[src/kmp_pkg.sv]
// Shared types and constants for the KMP substring search core.
// Holds opcodes, the default pattern depth and the store control word.
// No dependencies.
package kmp_pkg;

	localparam int MAX_PATTERN_DEF = 256;
	localparam int SYM_W           = 8;
	localparam int POS_W           = 32;

	typedef logic [1:0] op_t;

	localparam op_t OP_RESTART = 2'd0;
	localparam op_t OP_APPEND  = 2'd1;
	localparam op_t OP_TEXT    = 2'd2;

	typedef struct packed {
		logic rd_en;
		logic wr_en;
	} mem_ctl_t;

endpackage

[src/kmp_store.sv]
// Pattern byte store and failure link store, one write and one read port each.
// Links are kept as value plus one, so zero stands for the end of the chain.
// Depends on kmp_pkg.
module kmp_store #(
	parameter int MAX_PATTERN = kmp_pkg::MAX_PATTERN_DEF,
	localparam int IW = $clog2(MAX_PATTERN)
) (
	input  logic                     clk,
	input  kmp_pkg::mem_ctl_t        ctl,
	input  logic [IW-1:0]            rd_addr,
	input  logic [IW-1:0]            wr_addr,
	input  logic [kmp_pkg::SYM_W-1:0] wr_sym,
	input  logic [IW-1:0]            wr_link,
	output logic [kmp_pkg::SYM_W-1:0] rd_sym,
	output logic [IW-1:0]            rd_link
);
	import kmp_pkg::*;

	logic [SYM_W-1:0] sym_mem [MAX_PATTERN];
	logic [IW-1:0]    link_mem [MAX_PATTERN];
	logic [SYM_W-1:0] rd_sym_q;
	logic [IW-1:0]    rd_link_q;

	always_ff @(posedge clk) begin
		if (ctl.wr_en) begin
			sym_mem[wr_addr]  <= wr_sym;
			link_mem[wr_addr] <= wr_link;
		end
		if (ctl.rd_en) begin
			rd_sym_q  <= sym_mem[rd_addr];
			rd_link_q <= link_mem[rd_addr];
		end
	end

	assign rd_sym  = rd_sym_q;
	assign rd_link = rd_link_q;

endmodule

[config.mk]
export PLATFORM = sky130hd
export DESIGN_NAME = kmp_store
export DESIGN_NICKNAME = d
export VERILOG_FILES = /design/src/kmp_pkg.sv /design/src/kmp_store.sv
export SDC_FILE = /design/constraint.sdc
export NUM_CORES = 2
export LEC_CHECK = 0
export ABC_AREA = 1
export BUFFER_PORTS_ARGS = -buffer_cell sky130_fd_sc_hd__buf_2
export CORE_MARGIN = 3
export CORE_UTILIZATION = 31
export DETAILED_ROUTE_END_ITERATION = 7
export GPL_ROUTABILITY_DRIVEN = 0
export PLACE_DENSITY = 0.47
export SLEW_MARGIN = 0
export SYNTH_ARGS = -nofsm -noshare
export SYNTH_HDL_FRONTEND = slang
export SYNTH_SLANG_ARGS = --single-unit
export TNS_END_PERCENT = 100
[constraint.sdc]
create_clock -name clk -period 3.5 [get_ports clk]
set_input_delay 0.35 -clock clk [delete_from_list [all_inputs] [get_ports clk]]
set_output_delay 0.35 -clock clk [all_outputs]
set_load 0.05 [all_outputs]
==> impl_metrics.tcl <==
set metrics [dict create \
    die_h_um 737.6 \
    synth_cells 13586 \
    cp-start-kind "input pin" \
    ctsResizeCount 0 \
    path_max_fanout 49 \
    cts_buffer_depth 4 \
    period_share_pct 72.60 \
    grt_pass1_wl_um 777700 \
    design_area_um2 193500 \
    placementRows 268 \
    critPathKind "in2reg" \
    synth-seq-cells 4112 \
    clkTransAtPathRegs_ns 0.06 \
    antenna_found_initial 45 \
    max_cap_viol_count 0 \
    pre_cts_ws_ns -0.07472 \
    end_kind "flip-flop" \
    drive_gt1_share_pct 11.01 \
    yosysSeqAreaShare_pct 74.42 \
    dr_wl_met2_um 251900 \
    clkLatencyLatePin_ns 1.03 \
    ir_drop_uv 568.2 \
    r2r_slack_ns 1.04 \
    rsz0062_at_grt "no" \
    topRoutingLayerUsed "met5" \
    antenna_left 0 \
    hold_viol_final 0 \
    maxSlewViolCount 0 \
    wl_per_cell_um 25.34 \
    io_buffers 50 \
    power.leakage_nw 67.32 \
    ios 51 \
    post-cts-setup-buffers 0 \
    dr.pass1.iters 6 \
    whs_path_depth 4 \
    drt_iter0_markers 11523 \
    final_common_cell "nand2_1" \
    p_per_area_nw_per_um2 550.3 \
    wl_um 543900 \
    skew_ns 0.08282 \
    min_from "wr_addr[2]" \
    rr_endpoint "rd_sym[2]$_DFFE_PP_" \
    yosys.area.top_type "edfxtp_1" \
    worstPathArrival_ns 3.32 \
    ys_top_cells_by_area "edfxtp_1 (74%), nand3_1 (12%), nand2_1 (9.5%), buf_2 (1.4%), buf_4 (0.85%)" \
    cts_tree "yes" \
    power_mw 106.5 \
    synth_area_um2 165900 \
    root_buffer "clkbuf_16" \
    setup_viol 0 \
    r2r_cells 10 \
    final_cell_mix "nand2_1 (4196), edfxtp_1 (4112), nand3_1 (4033)" \
    hp-class "in2reg" \
    reg2reg_from "sym_mem[253][2]$_DFFE_PP_" \
    fmax_mhz 393.6 \
    synth_cell_types 16 \
    postPlaceCellArea_um2 179700 \
    wl_met3_um 31660 \
    status "completed" \
    die_w_um 737.6 \
    vias 108544 \
    fin_nets 14106 \
    viasPerCell 5.057 \
    syn_avg_cell_area_um2 12.21 \
    ctsHoldBuffers 18 \
    synth_top_area_share_pct 74.42 \
    maxSlewHeadroom_pct 23.69 \
    area_growth_pct 16.64 \
    clock-sinks 4112 \
    grt_pass1_vias 103500 \
    finalCriticalPeriod_ns 2.541 \
    drc 0 \
    yosysWarnings 0 \
    overflow 0 \
    cts-buffers-inserted 439 \
    core_um2 532800 \
    syn_nets 13621 \
    dieArea_um2 544100 \
    initial_core_util_pct 31.14 \
    final_util_pct 36.32 \
    min_to "sym_mem[197][2]$_DFFE_PP_" \
    dp_hpwl_um 324500 \
    crit_required_ns 4.28 \
    m1WireLength_um 246100 \
    htree_levels 5 \
    timing.final.ws_setup_ns 0.9591 \
    grt_max_degree 103 \
    grt.total_usage_pct 19.44 \
    tightestPinTransition_ns 1.145 \
]
-- final cells by class --
cell class / count / area, µm²
repair buffers: 982 / 10220
clock inverters: 240 / 2024
fillers: 51740 / 339300
inverters: 22 / 135.1
diodes: 11 / 27.53
well taps: 7020 / 8783
clock buffers: 565 / 11590
multi-input cells: 8514 / 37280
flip-flops and latches: 4112 / 123500
-- critical path: stages --
cell	delay, ns
buf_8	0.15
inv_16	0.28
buf_12	0.30
buf_12	0.24
buf_12	0.27
nand3_1	0.12
nand3_1	0.09
nand3_1	0.22
nand3_1	0.23
nand3_1	0.41
nand3_1	0.19
nand2_1	0.13
nand2_1	0.09
nand2_1	0.05
-- per-stage QoR --
step / hold WS, ns / setup TNS (ns) / cells
2_1_floorplan: 0.4489 / 0 / 13586
3_3_place_gp: 0.8371 / -0.2833 / 20632
3_5_place_dp: 0.8375 / -0.2162 / 20632
4_1_cts: 0.06131 / 0 / 21455
5_1_grt: 0.1464 / 0 / 21458
6_report: 0.1934 / 0 / 21466
-- cells by family (layout without fill, tap and decap cells) --
logic type             Yosys count  after routing  synth area share, %
buffers and inverters          960           1809                3.252
other                            0             11                    0
AND/OR/NAND/NOR               8514           8514                22.33
flip-flops                    4112           4112                74.42
-- layer usage --
| layer | vias to the layer above | GRT usage, % |
|---|---|---|
| li1 | 49620 | - |
| met1 | 54922 | 28.21 |
| met2 | 3370 | 30.94 |
| met3 | 624 | 2.305 |
| met4 | 8 | 5.001 |
| met5 | - | 0 |
-- flip-flops by register name, summed over array words and instances (netlist names) --
name,flops
rd_link,8
sym_mem,2048
rd_sym,8
link_mem,2048
-- worst max path at each step --
stage	cells past startpoint	end	slack, ns	start
floorplan	4	link_mem[248][0]$_DFFE_PP_	0.95	ctl[0]
global placement	14	rd_link[5]$_DFFE_PP_	-0.10	rd_addr[1]
detailed placement	14	rd_link[5]$_DFFE_PP_	-0.07	rd_addr[1]
CTS	1	rd_link[6]	0.94	rd_link[6]$_DFFE_PP_
global route	14	rd_link[5]$_DFFE_PP_	0.96	rd_addr[1]
finish	14	rd_link[5]$_DFFE_PP_	0.96	rd_addr[1]
-- Yosys cell counts --
master    number
nor3_1        16
edfxtp_1    4112
buf_6         65
buf_4        187
clkbuf_1     153
inv_2          2
nand3_1     4039
buf_1         76
nor2_1       253
buf_2        455
nand2_1     4198
buf_12         1
inv_1         18
buf_8          1
nand4_1        8
inv_4          2
-- power breakdown --
part           total (mW)  leakage [nW]  switching [mW]  internal, mW
Clock                44.8          6.63            19.7          25.1
Sequential           54.4          37.0          0.0884          54.3
Combinational        7.29          23.7            5.35          1.95
(Power assumes the default switching activity.)
